**src/rtl/lfsf_pkg.sv**
```systemverilog
`timescale 1ns / 1ps

package lfsf_pkg;

	localparam int DIM_W  = 11;
	localparam int POS_W  = 10;
	localparam int SYM_W  = 8;
	localparam int QDEPTH = 4;
	localparam int QPTR_W = 2;
	localparam int QCNT_W = 3;

	// register indexes on the configuration port
	localparam logic [1:0] REG_COLS = 2'd0;
	localparam logic [1:0] REG_ROWS = 2'd1;
	localparam logic [1:0] REG_OBST = 2'd2;

	localparam logic [DIM_W-1:0] RST_COLS = 11'd1;
	localparam logic [DIM_W-1:0] RST_ROWS = 11'd1;
	localparam logic [SYM_W-1:0] RST_OBST = 8'd111;

	typedef struct packed {
		logic             obst;
		logic             first_row;
		logic             first_col;
		logic             last;
		logic [POS_W-1:0] row;
		logic [DIM_W-1:0] col;
	} cell_t;

endpackage

```
**src/rtl/lfsf_queue.sv**
```systemverilog
`timescale 1ns / 1ps

module lfsf_queue (
	input  logic            clk,
	input  logic            arst_n,
	input  logic            push,
	input  lfsf_pkg::cell_t push_cell,
	output logic            full,
	input  logic            pop,
	output lfsf_pkg::cell_t head,
	output logic            empty
);

	lfsf_pkg::cell_t                entry_q [lfsf_pkg::QDEPTH];
	logic [lfsf_pkg::QPTR_W-1:0]    wr_ptr_q, rd_ptr_q;
	logic [lfsf_pkg::QCNT_W-1:0]    count_q;

	assign full  = (count_q == lfsf_pkg::QCNT_W'(lfsf_pkg::QDEPTH));
	assign empty = (count_q == '0);
	assign head  = entry_q[rd_ptr_q];

	always_ff @(posedge clk) begin
		if (push) begin
			entry_q[wr_ptr_q] <= push_cell;
		end
	end

	always_ff @(posedge clk or negedge arst_n) begin
		if (!arst_n) begin
			wr_ptr_q <= '0;
			rd_ptr_q <= '0;
			count_q  <= '0;
		end else begin
			if (push) begin
				wr_ptr_q <= wr_ptr_q + 1'b1;
			end
			if (pop) begin
				rd_ptr_q <= rd_ptr_q + 1'b1;
			end
			unique case ({push, pop})
				2'b10:   count_q <= count_q + 1'b1;
				2'b01:   count_q <= count_q - 1'b1;
				default: count_q <= count_q;
			endcase
		end
	end

	a_no_overflow: assert property (@(posedge clk) disable iff (!arst_n)
		push |-> !full)
		else $error("queue written while full");

	a_no_underflow: assert property (@(posedge clk) disable iff (!arst_n)
		pop |-> !empty)
		else $error("queue read while empty");

endmodule

```
**config.mk**
```make
export PLATFORM = sky130hd
export DESIGN_NAME = lfsf_queue
export DESIGN_NICKNAME = d
export VERILOG_FILES = /design/src/rtl/lfsf_pkg.sv /design/src/rtl/lfsf_queue.sv
export SDC_FILE = /design/constraint.sdc
export NUM_CORES = 1
export LEC_CHECK = 0
export BUFFER_PORTS_ARGS = -buffer_cell sky130_fd_sc_hd__buf_4
export CAP_MARGIN = 20
export CORE_MARGIN = 2
export CORE_UTILIZATION = 50
export CTS_BUF_LIST = sky130_fd_sc_hd__clkbuf_2 sky130_fd_sc_hd__clkbuf_4 sky130_fd_sc_hd__clkbuf_8
export CTS_CLUSTER_SIZE = 14
export DETAILED_ROUTE_END_ITERATION = 10
export GPL_TIMING_DRIVEN = 0
export PLACE_DENSITY_LB_ADDON = 0.2
export SYNTH_ARGS = -nofsm -noshare
export SYNTH_HDL_FRONTEND = slang
export SYNTH_SLANG_ARGS = --single-unit
```
**constraint.sdc**
```tcl
create_clock -name clk -period 2.4 [get_ports clk]
set_clock_uncertainty 0.2 [all_clocks]
set_input_delay 0.36 -clock clk [delete_from_list [all_inputs] [get_ports clk]]
set_output_delay 0.36 -clock clk [all_outputs]
set_load 0.02 [all_outputs]
```
# ---- After elaboration in Yosys (flattened, before gate mapping)
# Memories as Yosys holds them, arrays and structs flattened.
# Cells that the tools add are included.
dict set report word_totals {
  mem_count 1
  ff_bits 7
  inputBits 29
  ramBits 100
  wordCells 16
  output_inout_bits 27
}
# memory words word_bits read_ports rd_clocked_by_memory_dff wr line
set memory_table {}
lappend memory_table {entry_q 4 25 1 0 1 lfsf_queue.sv:14} ;# lfsf_pkg::cell_t entry_q [lfsf_pkg::QDEPTH];
dict set report classes {
  reduce_logical 2
  eq_ne 3
  muxes 3
  addsub 4
}
# cell count
set ops {}
lappend ops {{one-hot mux 3 bit (2 select lines)} 1}
lappend ops {{adder 2 x 1 -> 2 bit (second input constant)} 2}
lappend ops {{adder 3 x 1 -> 3 bit (second input constant)} 1}
lappend ops {{equality test 3 bit (second input constant)} 1}
lappend ops {{logical NOT 3 bit} 1}
lappend ops {{subtractor 3 x 1 -> 3 bit (second input constant)} 1}
lappend ops {{equality test 2 x 1 -> 1 bit (second input constant)} 1}
lappend ops {{equality test 2 bit (second input constant)} 1}
lappend ops {{two-way mux 1 bit} 2}
lappend ops {{nonzero test 2 bit} 1}

# ---- Longest topological paths before layout
dict set report logic_depth {
  word_depth 2
  ltp_mapped 7
  depth_no_buf 7
}

# ---- Worst setup path before layout
# No wires, ideal clock.
dict set report synth_timing {
  kind {flip-flop to flip-flop}
  startpoint {reg wr_ptr_q[0] (netlist name)}
  endpoint {mem entry_q[2][0] (netlist name) (enable)}
  stages_incl_launch_ff 4
  setup_ns 0.384
  n_path_buf 0
  synth_period_minus_slack_ns 1.832
  t_arrival_ns 1.248
  t_required_ns 1.816
  setup_slack_ns 0.568
  path_cell_list {dfrtp_1 inv_1 ha_1 and2_1}
}
# element line
set synth_lines {}
lappend synth_lines {{start: declaration} lfsf_queue.sv:15} ;# logic [lfsf_pkg::QPTR_W-1:0] wr_ptr_q, rd_ptr_q;
lappend synth_lines {{start signal: assignment} lfsf_queue.sv:35} ;# wr_ptr_q <= wr_ptr_q + 1'b1;
lappend synth_lines {{end: declaration} lfsf_queue.sv:14}
# No word-level cell before the write port.

==> flow_summary.ini <==
[yosys]
synth_top_family_by_area = multiplexers
ys_types = 19
syn_inst = 167
synthSimpleGateAreaFrac = 0.01173
syn-num-nets = 202
synth_fa_ha_area_frac = 0.02037
synth_seq_cells = 107
yosysWarnings = 0
yosysSeqAreaShare = 0.7840
synth_xor_xnor_area_share = 0.01296
synth_area_mm2 = 0.004054
avgSynthCellArea_um2 = 24.27
synth_top_area_frac = 0.7407
synth_mux_area_frac = 0.1478
netlist_top_cells_area = edfxtp_1 (74%), mux4_2 (10%), mux4_1 (4.5%)
yosys.area.top_type = edfxtp_1
synth-compound-area-share = 0.001235

[clock_network]
clkSinkCount = 107
cts.htree.levels = 3
ctsResizeCount = 0
root_buffer = clkbuf_8
numCtsBuffers = 9
cts_tree = yes
path_clk_slew_ps = 90
clock_latency_ps = 350
cts.path.max_buffers = 2

[grt]
overflow = 0
grt_use_total = 0.1569
grt_max_degree = 19
antenna_found_initial = 0
grt_pass1_vias = 1982
grt_pass1_wl_um = 9915

[power_and_ir_drop]
leakage_nw = 1.872
power_density_mw_per_mm2 = 1132
p_total_mw = 5.841
vdd_ir_drop_max_uv = 567.0

[cells_and_area]
final_layout_size_suffix_gt1_frac = 0.3657
areaGrowthSynthToFinish_pct = 27.31
final_nets = 298
final_cell_mix = edfxtp_1 (100), buf_4 (55), dlygate4sd3_1 (26)
final_common_cell = edfxtp_1
diodes = 0
layout.cells.non_filler = 370

[worst_setup_path]
crit_arrival_ps = 1720
required_ps = 1840
worstSetupPathType = reg -> out
startpoint_type = flip-flop
crit_fanout = 10
critPathCaptureType = output pin

[timing]
max-slew-margin-rel = 0.4787
fmax_ghz = 0.4394
hold_violations = 0
tns_ps = 0
finalCriticalPeriod_ps = 2276
drv_slew = 0
min_period_over_period = 0.9483
holdWs_ps = 24.67
fin_ws_ps = 124.1
rsz0062_at_grt = false
worst_pin_slew_ps = 781.9
setup_viol = 0

[floorplanning]
die_area_mm2 = 0.008844
pin_count = 56
start_util = 0.5192
core_area_mm2 = 0.007807
core.rowCount = 32
chipWidth_um = 94.05
fp.dieH_um = 94.05

[detailed_routing]
routed_via_density = 5.054
ant_nets = 0
routed_wl_um = 6335
drtPass1Iterations = 4
detail_route.iter0.violations = 115
vias = 1870
drc = 0
wl_per_cell_um = 17.12

[place]
place.gp.congestion = 0.6499
place_ws_ps = 347.3
port_buffers = 55
dp_cells = 328
hpwl_um = 4127

[status]
status = complete, no violations

[job]
maxCapViolations = 0

[min_path]
hp-class = in -> reg
-- worst max-delay path, cell delays in order, from the launching register on --
cell and delay [ps]:
dfrtp_1 350, buf_6 170, buf_12 160, mux4_2 520, buf_4 170
-- Yosys cell counts (all sizes together) --
cell type    n
edfxtp     100
mux4        25
dfrtp        7
buf          6
inv          6
ha           5
and2         4
xor2         4
nand2        2
xnor2        2
and3         1
fa           1
mux2i        1
nor2         1
nor3         1
o21ai        1
-- final cells by class --
cell class / count / area [um^2]
Inverter: 6 / 22.52
Tap cell: 102 / 127.6
Clock buffer: 9 / 123.9
Fill cell: 519 / 2646
Clock inverter: 7 / 72.57
Multi-Input combinational cell: 48 / 787.0
Sequential cell: 107 / 3178
Buffer: 6 / 66.31
Timing Repair Buffer: 85 / 783.3
-- registers in the layout, indices dropped and copies added (netlist names) --
register / cells
wr_ptr_q: 2
rd_ptr_q: 2
count_q: 3
entry_q: 100
-- routing by layer --
layer	GRT usage	up-vias	wire length, um
li1	-	875	-
met1	0.1971	953	2683
met2	0.2649	36	3355
met3	0.04735	6	228
met4	0.04710	0	66
met5	0	-	0
-- logic make-up (layout without fill, tap and decap cells) --
| logic type | Yosys count | after routing |
|---|---|---|
| buf+inv | 12 | 113 |
| compound gates | 1 | 1 |
| mux | 26 | 26 |
| fa+ha+maj | 6 | 6 |
| xor+xnor | 6 | 6 |
| simple gates | 9 | 9 |
| flops | 107 | 107 |
-- stage by stage --
stage                       util  cell area, um^2
final                     0.6611             5161
after global placement    0.5885             4594
after detailed placement  0.6026             4705
after global routing      0.6611             5161
after floorplan                -             4054
after CTS                 0.6534             5101
-- report_power, final --
part	leakage [nW]	switching, mW	internal, mW
logic	0.774	1.12	1.10
registers	1.00	0.0958	2.45
clock network	0.0981	0.584	0.489
-- worst paths after layout --
| path | startpoint | endpoint | slack, ps | cells after the start |
|---|---|---|---|---|
| max | rd_ptr_q[0]$_DFFE_PN0P_ | head[17] | 120 | 4 |
| min | push_cell[8] | entry_q[2][8]$_DFFE_PP_ | 20 | 1 |
| max reg2reg | wr_ptr_q[0]$_DFFE_PN0P_ | entry_q[0][8]$_DFFE_PP_ | 400 | 4 |
| min reg2reg | count_q[2]$_DFFE_PN0P_ | count_q[2]$_DFFE_PN0P_ | 290 | 1 |
| max in group asynchronous | arst_n | rd_ptr_q[1]$_DFFE_PN0P_ | 1720 | 2 |
| min in group asynchronous | arst_n | count_q[2]$_DFFE_PN0P_ | 160 | 2 |
-- timing repair --
item / in CTS / in global routing
hold buffers: 20 / 6
buffers inserted: 0 / 0
endpoints found under the hold margin: 68 / 19
No activity file was read; power rests on OpenSTA's default activity.
