### src/rtl/lfsf_pkg.sv
`timescale 1ns / 1ps

package lfsf_pkg;

	localparam int DIM_W  = 11;
	localparam int POS_W  = 10;
	localparam int SYM_W  = 8;
	localparam int QDEPTH = 4;
	localparam int QPTR_W = 2;
	localparam int QCNT_W = 3;

	// register indexes on the configuration port
	localparam logic [1:0] REG_COLS = 2'd0;
	localparam logic [1:0] REG_ROWS = 2'd1;
	localparam logic [1:0] REG_OBST = 2'd2;

	localparam logic [DIM_W-1:0] RST_COLS = 11'd1;
	localparam logic [DIM_W-1:0] RST_ROWS = 11'd1;
	localparam logic [SYM_W-1:0] RST_OBST = 8'd111;

	typedef struct packed {
		logic             obst;
		logic             first_row;
		logic             first_col;
		logic             last;
		logic [POS_W-1:0] row;
		logic [DIM_W-1:0] col;
	} cell_t;

endpackage

### src/rtl/lfsf_front.sv
`timescale 1ns / 1ps

module lfsf_front #(
	parameter int MAX_COLS = 1024,
	parameter int MAX_ROWS = 1024
) (
	input  logic                        clk,
	input  logic                        arst_n,
	input  logic                        psel,
	input  logic                        penable,
	input  logic                        pwrite,
	input  logic [3:0]                  paddr,
	input  logic [31:0]                 pwdata,
	output logic [31:0]                 prdata,
	output logic                        pready,
	input  logic                        cell_valid,
	output logic                        cell_stall,
	input  logic [lfsf_pkg::SYM_W-1:0]  cell_symbol,
	input  logic                        q_full,
	output logic                        push,
	output lfsf_pkg::cell_t             push_cell,
	output logic                        restart
);

	localparam logic [16:0] MAX_C = 17'(MAX_COLS);
	localparam logic [16:0] MAX_R = 17'(MAX_ROWS);

	logic [lfsf_pkg::DIM_W-1:0] cols_q, rows_q;
	logic [lfsf_pkg::SYM_W-1:0] obst_q;
	logic [lfsf_pkg::DIM_W-1:0] row_q, col_q;
	logic [lfsf_pkg::DIM_W-1:0] cols_eff, rows_eff;
	logic                       wr_en, accept, row_end, last;

	assign pready = 1'b1;
	assign wr_en  = psel && penable && pwrite;

	always_comb begin
		unique case (paddr[3:2])
			lfsf_pkg::REG_COLS: prdata = 32'(cols_q);
			lfsf_pkg::REG_ROWS: prdata = 32'(rows_q);
			lfsf_pkg::REG_OBST: prdata = 32'(obst_q);
			default:            prdata = 32'd0;
		endcase
	end

	// a dimension of zero counts as one, anything above the maximum as the maximum
	always_comb begin
		if (cols_q == '0) begin
			cols_eff = lfsf_pkg::DIM_W'(1);
		end else if (17'(cols_q) > MAX_C) begin
			cols_eff = MAX_C[lfsf_pkg::DIM_W-1:0];
		end else begin
			cols_eff = cols_q;
		end
		if (rows_q == '0) begin
			rows_eff = lfsf_pkg::DIM_W'(1);
		end else if (17'(rows_q) > MAX_R) begin
			rows_eff = MAX_R[lfsf_pkg::DIM_W-1:0];
		end else begin
			rows_eff = rows_q;
		end
	end

	assign restart    = wr_en && (paddr[3:2] == lfsf_pkg::REG_COLS ||
	                              paddr[3:2] == lfsf_pkg::REG_ROWS);
	assign cell_stall = q_full;
	assign accept     = cell_valid && !q_full;
	assign push       = accept;

	assign row_end = (12'(col_q) + 12'd1) >= 12'(cols_eff);
	assign last    = row_end && ((12'(row_q) + 12'd1) >= 12'(rows_eff));

	always_comb begin
		push_cell.obst      = (cell_symbol == obst_q);
		push_cell.first_row = (row_q == '0);
		push_cell.first_col = (col_q == '0);
		push_cell.last      = last;
		push_cell.row       = row_q[lfsf_pkg::POS_W-1:0];
		push_cell.col       = col_q;
	end

	always_ff @(posedge clk or negedge arst_n) begin
		if (!arst_n) begin
			cols_q <= lfsf_pkg::RST_COLS;
			rows_q <= lfsf_pkg::RST_ROWS;
			obst_q <= lfsf_pkg::RST_OBST;
			row_q  <= '0;
			col_q  <= '0;
		end else begin
			if (wr_en) begin
				unique case (paddr[3:2])
					lfsf_pkg::REG_COLS: cols_q <= pwdata[lfsf_pkg::DIM_W-1:0];
					lfsf_pkg::REG_ROWS: rows_q <= pwdata[lfsf_pkg::DIM_W-1:0];
					lfsf_pkg::REG_OBST: obst_q <= pwdata[lfsf_pkg::SYM_W-1:0];
					default: ;
				endcase
			end
			if (restart) begin
				row_q <= '0;
				col_q <= '0;
			end else if (accept) begin
				priority if (last) begin
					row_q <= '0;
					col_q <= '0;
				end else if (row_end) begin
					row_q <= row_q + 1'b1;
					col_q <= '0;
				end else begin
					col_q <= col_q + 1'b1;
				end
			end
		end
	end

endmodule

### config.mk
export PLATFORM = sky130hd
export DESIGN_NAME = lfsf_front
export DESIGN_NICKNAME = d
export VERILOG_FILES = /design/src/rtl/lfsf_pkg.sv /design/src/rtl/lfsf_front.sv
export SDC_FILE = /design/constraint.sdc
export NUM_CORES = 1
export LEC_CHECK = 0
export ABC_CLOCK_PERIOD_IN_PS = 3800
export BUFFER_PORTS_ARGS = -buffer_cell sky130_fd_sc_hd__buf_2
export CAP_MARGIN = 10
export CORE_MARGIN = 1.5
export CORE_UTILIZATION = 35
export DETAILED_ROUTE_END_ITERATION = 12
export PLACE_DENSITY = 0.69
export SLEW_MARGIN = 20
export SYNTH_ARGS = -nofsm -noshare
export SYNTH_HDL_FRONTEND = slang
export SYNTH_SLANG_ARGS = --single-unit
export TNS_END_PERCENT = 100
### constraint.sdc
create_clock -name clk -period 3.8 [get_ports clk]
set_input_delay 0.57 -clock clk [delete_from_list [all_inputs] [get_ports clk]]
set_output_delay 0.57 -clock clk [all_outputs]
set_load 0.02 [all_outputs]
### Word level (Yosys, flattened, before mapping)

Cells that the tools add are included.

* output and inout port bits: 61
* memories: 0
* input bits: 51
* ROM bits: 0
* RAM bits: 0
* word-level logic and storage cells: 47
* register bits: 52
* bits in latches: 0

* $mul: 0
* div/mod/pow operators: 0
* add/subtract/negate cells: 4
* reduce and logical (&&, ||, !) cells: 18
* $lt $le $gt $ge: 4
* multiplexer cells: 13
* bitwise operators: 0
* shift operators: 0
* eq/ne operators: 3

Operators with widths (count)
* 2-to-1 mux 11 bit: 12
* logical NOT 11 bit: 4
* case mux 11 bit (3 select lines): 1
* adder 11 x 1 -> 12 bit, second input constant: 2
* >= comparator 12 x 11 -> 1 bit: 2
* adder 11 x 1 -> 11 bit, second input constant: 2
* > comparator 11 bit, second input constant: 2
* equality test 8 bit: 1
* AND reduction 2 bit: 4
* logical AND 1 bit: 5
* nonzero test 3 bit: 1
* equality test 2 x 1 -> 1 bit, second input constant: 1
* equality test 2 bit, second input constant: 1
* logical NOT 2 bit: 1
* nonzero test 2 bit: 1
* logical NOT 1 bit: 1
* logical OR 1 bit: 1

### Logic depth before layout (Yosys ltp)

* word-level depth: 8
* depth in mapped cells: 13
* gate-level depth less buffers: 12

### Worst setup path before layout

Ideal clock, no wire load.

* path type: register to output
* from: reg col_q[0] (netlist bit)
* to: out push_cell[21] (netlist bit)
* buffers on the path: 1
* arrival time: 2.513 ns
* slack: 0.717 ns
* stages on the path, launching flop included: 13
* path through: dfrtp_1 -> ha_1 -> and3_1 -> and3_1 -> nand3_1 -> xnor2_1 -> ha_1 -> a21o_1 -> a21oi_1 -> o31a_1 -> o21ai_0 -> nor2b_1 -> buf_4

* cells in the longest elaborated chain, start to end: 3

Ends and longest elaborated chain
* from (decl): line lfsf_front.sv:30 `logic [lfsf_pkg::DIM_W-1:0] row_q, col_q;`
* from (signal assigned): line lfsf_front.sv:109 `col_q <= col_q + 1'b1;`
* adder 11 x 1 -> 12 bit: line lfsf_front.sv:70 `assign row_end = (12'(col_q) + 12'd1) >= 12'(cols_eff);`
* >= comparator 12 x 11 -> 1 bit: line lfsf_front.sv:70
* logical AND 1 bit: line lfsf_front.sv:71 `assign last = row_end && ((12'(row_q) + 12'd1) >= 12'(rows_eff));`
* to (decl): line lfsf_front.sv:21 `output lfsf_pkg::cell_t push_cell,`

Every way passes these cells.

==> flow_metrics.env <==
export IMPL_cts_tree="yes"
export IMPL_cp_num_buf_inv=1
export IMPL_synth_edf_count=0
export IMPL_clk_pin_slew_ps=100
export IMPL_period_share=0.9262
export IMPL_post_dp_hpwl_um=6727
export IMPL_setup_violations=0
export IMPL_initial_utilization=0.3623
export IMPL_slew_headroom=0.3491
export IMPL_fillers=1053
export IMPL_overflow=0
export IMPL_setup_slack_ps=280.4
export IMPL_die_area_mm2=0.01131
export IMPL_cp_max_fo=6
export IMPL_hold_viol=0
export IMPL_start_kind="flop"
export IMPL_slowest_stage="dfrtp_2"
export IMPL_hold_ws_ps=364.9
export IMPL_clockRootBuffer="clkbuf_8"
export IMPL_seq_area_mm2=0.001314
export IMPL_first_pass_iters=4
export IMPL_r2r_end="col_q[3]$_DFFE_PN0P_"
export IMPL_fin_util=0.3984
export IMPL_detail_route_antenna_nets=0
export IMPL_multiInputGateArea_mm2=0.002127
export IMPL_grt_pass1_vias=2751
export IMPL_grt_antenna_before_repair=0
export IMPL_slowest_delay_ps=430
export IMPL_nets=520
export IMPL_path_class="flop to output port"
export IMPL_wl_um=8597
export IMPL_cpLargestDelayFamily="simple AND/OR/NAND/NOR gates"
export IMPL_yosys_warnings=0
export IMPL_pre_cts_ws_ps=552.6
export IMPL_ys_seq_area_frac=0.3506
export IMPL_fin_setup_tns_ps=0
export IMPL_drc=0
export IMPL_clock_latency_ps=310
export IMPL_postSynthCellCount=403
export IMPL_max_cap_viol_count=0
export IMPL_area_delta_synth_final_pct=9.970
export IMPL_antenna_cells=0
export IMPL_hp_class="input port to async pin"
export IMPL_cts_resized=0
export IMPL_avgSynthCellArea_um2=9.280
export IMPL_synthFlopType="dfrtp_1"
export IMPL_cp_required_ps=3230
export IMPL_hold_buffers=0
export IMPL_via_per_inst=5.034
export IMPL_fin_crit_ps=3520
export IMPL_io_buffers=66
export IMPL_crit_path_end_kind="output port"
export IMPL_max_freq_mhz=284.1
export IMPL_num_rows=37
export IMPL_ys_ff_latch=52
export IMPL_leakage_nw=2.084
export IMPL_syn_cell_area_mm2=0.003740
export IMPL_die_w_um=106.4
export IMPL_r2r_cells=12
export IMPL_die_h_um=106.4
export IMPL_stdcell_count=580
export IMPL_reg2reg_from="col_q[0]$_DFFE_PN0P_"
export IMPL_crit_arrival_ps=2950
export IMPL_cts_setup_buffers=0
export IMPL_yosysUniqueCellTypes=44
export IMPL_coreArea_mm2=0.01032
export IMPL_grt_max_degree=38
export IMPL_dp_cells=572
export IMPL_grtUsageTotal=0.1542
export IMPL_drive_gt1_frac=0.2680
export IMPL_pin_count=112
export IMPL_async_flop_share=1.000
export IMPL_final_max_slew_viol_count=0
export IMPL_clockBufferDepth=2
export IMPL_rsz0062_at_grt="false"
export IMPL_drt_iter0_markers=187
export IMPL_path_cells="ha_1 > and3_1 > and3_1 > nand3_1 > xnor2_1 > ha_1 > a21o_1 > a21oi_1 > o31a_1 > o21ai_0 > nor2b_1 > buf_2"
export IMPL_grt_pass1_wl_um=13750
export IMPL_power_density_mw_per_mm2=481.5
export IMPL_status="completed"
export IMPL_ir_drop_v=0.0002261
export IMPL_cts_buffers=5
export IMPL_wl_per_cell_um=14.82
export IMPL_fin_skew_ps=13.06
export IMPL_cts_sinks=52
export IMPL_h_tree_depth=2
export IMPL_tightest_slew_ps=972.8
export IMPL_reg2reg_slack_ps=770
export IMPL_vias=2920
export IMPL_routabilityCongestion=0.8337
==> synth_stat cells, types with 2 or more instances <==
master | count | area share
dfstp_2 | 8 | 0.056
ha_1 | 26 | 0.087
a31oi_1 | 7 | 0.012
nor2_1 | 26 | 0.026
and4b_1 | 2 | 0.0054
a21oi_1 | 9 | 0.012
and3_1 | 7 | 0.012
dfrtp_1 | 44 | 0.29
mux2_2 | 29 | 0.087
o21a_1 | 2 | 0.0040
nand2b_1 | 3 | 0.0050
nor2b_1 | 3 | 0.0050
mux2i_1 | 11 | 0.029
xor2_1 | 12 | 0.028
or3_1 | 2 | 0.0033
nand3_1 | 11 | 0.015
xnor2_1 | 22 | 0.052
clkbuf_1 | 16 | 0.016
nor4_1 | 10 | 0.017
a21o_1 | 4 | 0.0080
inv_1 | 9 | 0.0090
or2_1 | 2 | 0.0033
o21ai_0 | 18 | 0.024
nand4_1 | 5 | 0.0084
o211a_1 | 4 | 0.011
buf_4 | 36 | 0.072
conb_1 | 2 | 0.0020
o22ai_1 | 5 | 0.0084
nand2_1 | 53 | 0.053
==> cells by family after synthesis <==
| group | Yosys count | synth area share |
|---|---|---|
| AND/OR/NAND/NOR | 128 | 0.1609 |
| buffers and inverters | 64 | 0.1007 |
| AO/OA/AOI/OAI | 57 | 0.1024 |
| flip-flops | 52 | 0.3506 |
| multiplexers | 40 | 0.1168 |
| XOR/XNOR | 34 | 0.07962 |
| adder cells (fa/ha/maj) | 26 | 0.08699 |
| other | 2 | 0.002008 |
==> registers in the layout, indices dropped and copies added (netlist names) <==
| register | cells |
|---|---|
| rows_q | 11 |
| cols_q | 11 |
| row_q | 11 |
| obst_q | 8 |
| col_q | 11 |
==> through the flow <==
step,power [W],area (µm²)
6_report,0.001980,4113
4_1_cts,0.001993,4110
3_5_place_dp,0.001567,3984
3_3_place_gp,0.001543,3984
5_1_grt,0.002116,4113
2_1_floorplan,0.001357,3815
==> worst max path at each step <==
stage,start,end,cells past startpoint
floorplan,col_q[0]$_DFFE_PN0P_,push_cell[21],12
global placement,col_q[0]$_DFFE_PN0P_,push_cell[21],12
detailed placement,col_q[0]$_DFFE_PN0P_,push_cell[21],12
CTS,col_q[0]$_DFFE_PN0P_,push_cell[21],12
global route,col_q[0]$_DFFE_PN0P_,push_cell[21],12
finish,col_q[0]$_DFFE_PN0P_,push_cell[21],12
==> cell type report <==
cell class | count | area share
clock inverters | 1 | 0.007301
flip-flops and latches | 52 | 0.3194
well taps | 136 | 0.04138
multi-input cells | 307 | 0.5172
clock buffers | 7 | 0.02343
repair buffers | 67 | 0.08214
inverters | 10 | 0.009127
==> routing by layer <==
layer	global-route usage	part of all wire	up-vias
met3	0.02759	0.042	13
met5	0	0	-
li1	-	-	1418
met4	0.03668	0.014	0
met1	0.1931	0.43	1414
met2	0.2737	0.51	75
==> where the power goes <==
| part | internal, W | switching, W | total, W |
|---|---|---|---|
| clock | 0.000233 | 0.000189 | 0.000421 |
| sequential | 0.000674 | 0.000138 | 0.000812 |
| combinational | 0.000321 | 0.000427 | 0.000747 |
| total | 0.00123 | 0.000753 | 0.00198 |
==> placed cells by master, fill, tap and decap left out, types with 3 or more instances in the layout <==
| master | instances |
|---|---|
| nand4_1 | 5 |
| nand3_1 | 11 |
| a21oi_1 | 9 |
| buf_2 | 66 |
| conb_1 | 22 |
| o22ai_1 | 5 |
| dfstp_2 | 8 |
| mux2_2 | 29 |
| ha_1 | 26 |
| nor4_1 | 10 |
| xnor2_1 | 22 |
| dfrtp_1 | 42 |
| o211a_1 | 4 |
| inv_1 | 9 |
| nor2b_1 | 3 |
| nand2b_1 | 3 |
| o21ai_0 | 18 |
| and3_1 | 7 |
| nand2_1 | 53 |
| xor2_1 | 12 |
| a21o_1 | 4 |
| clkbuf_8 | 7 |
| mux2i_1 | 11 |
| a31oi_1 | 7 |
| nor2_1 | 26 |
(Power assumes the default switching activity.)
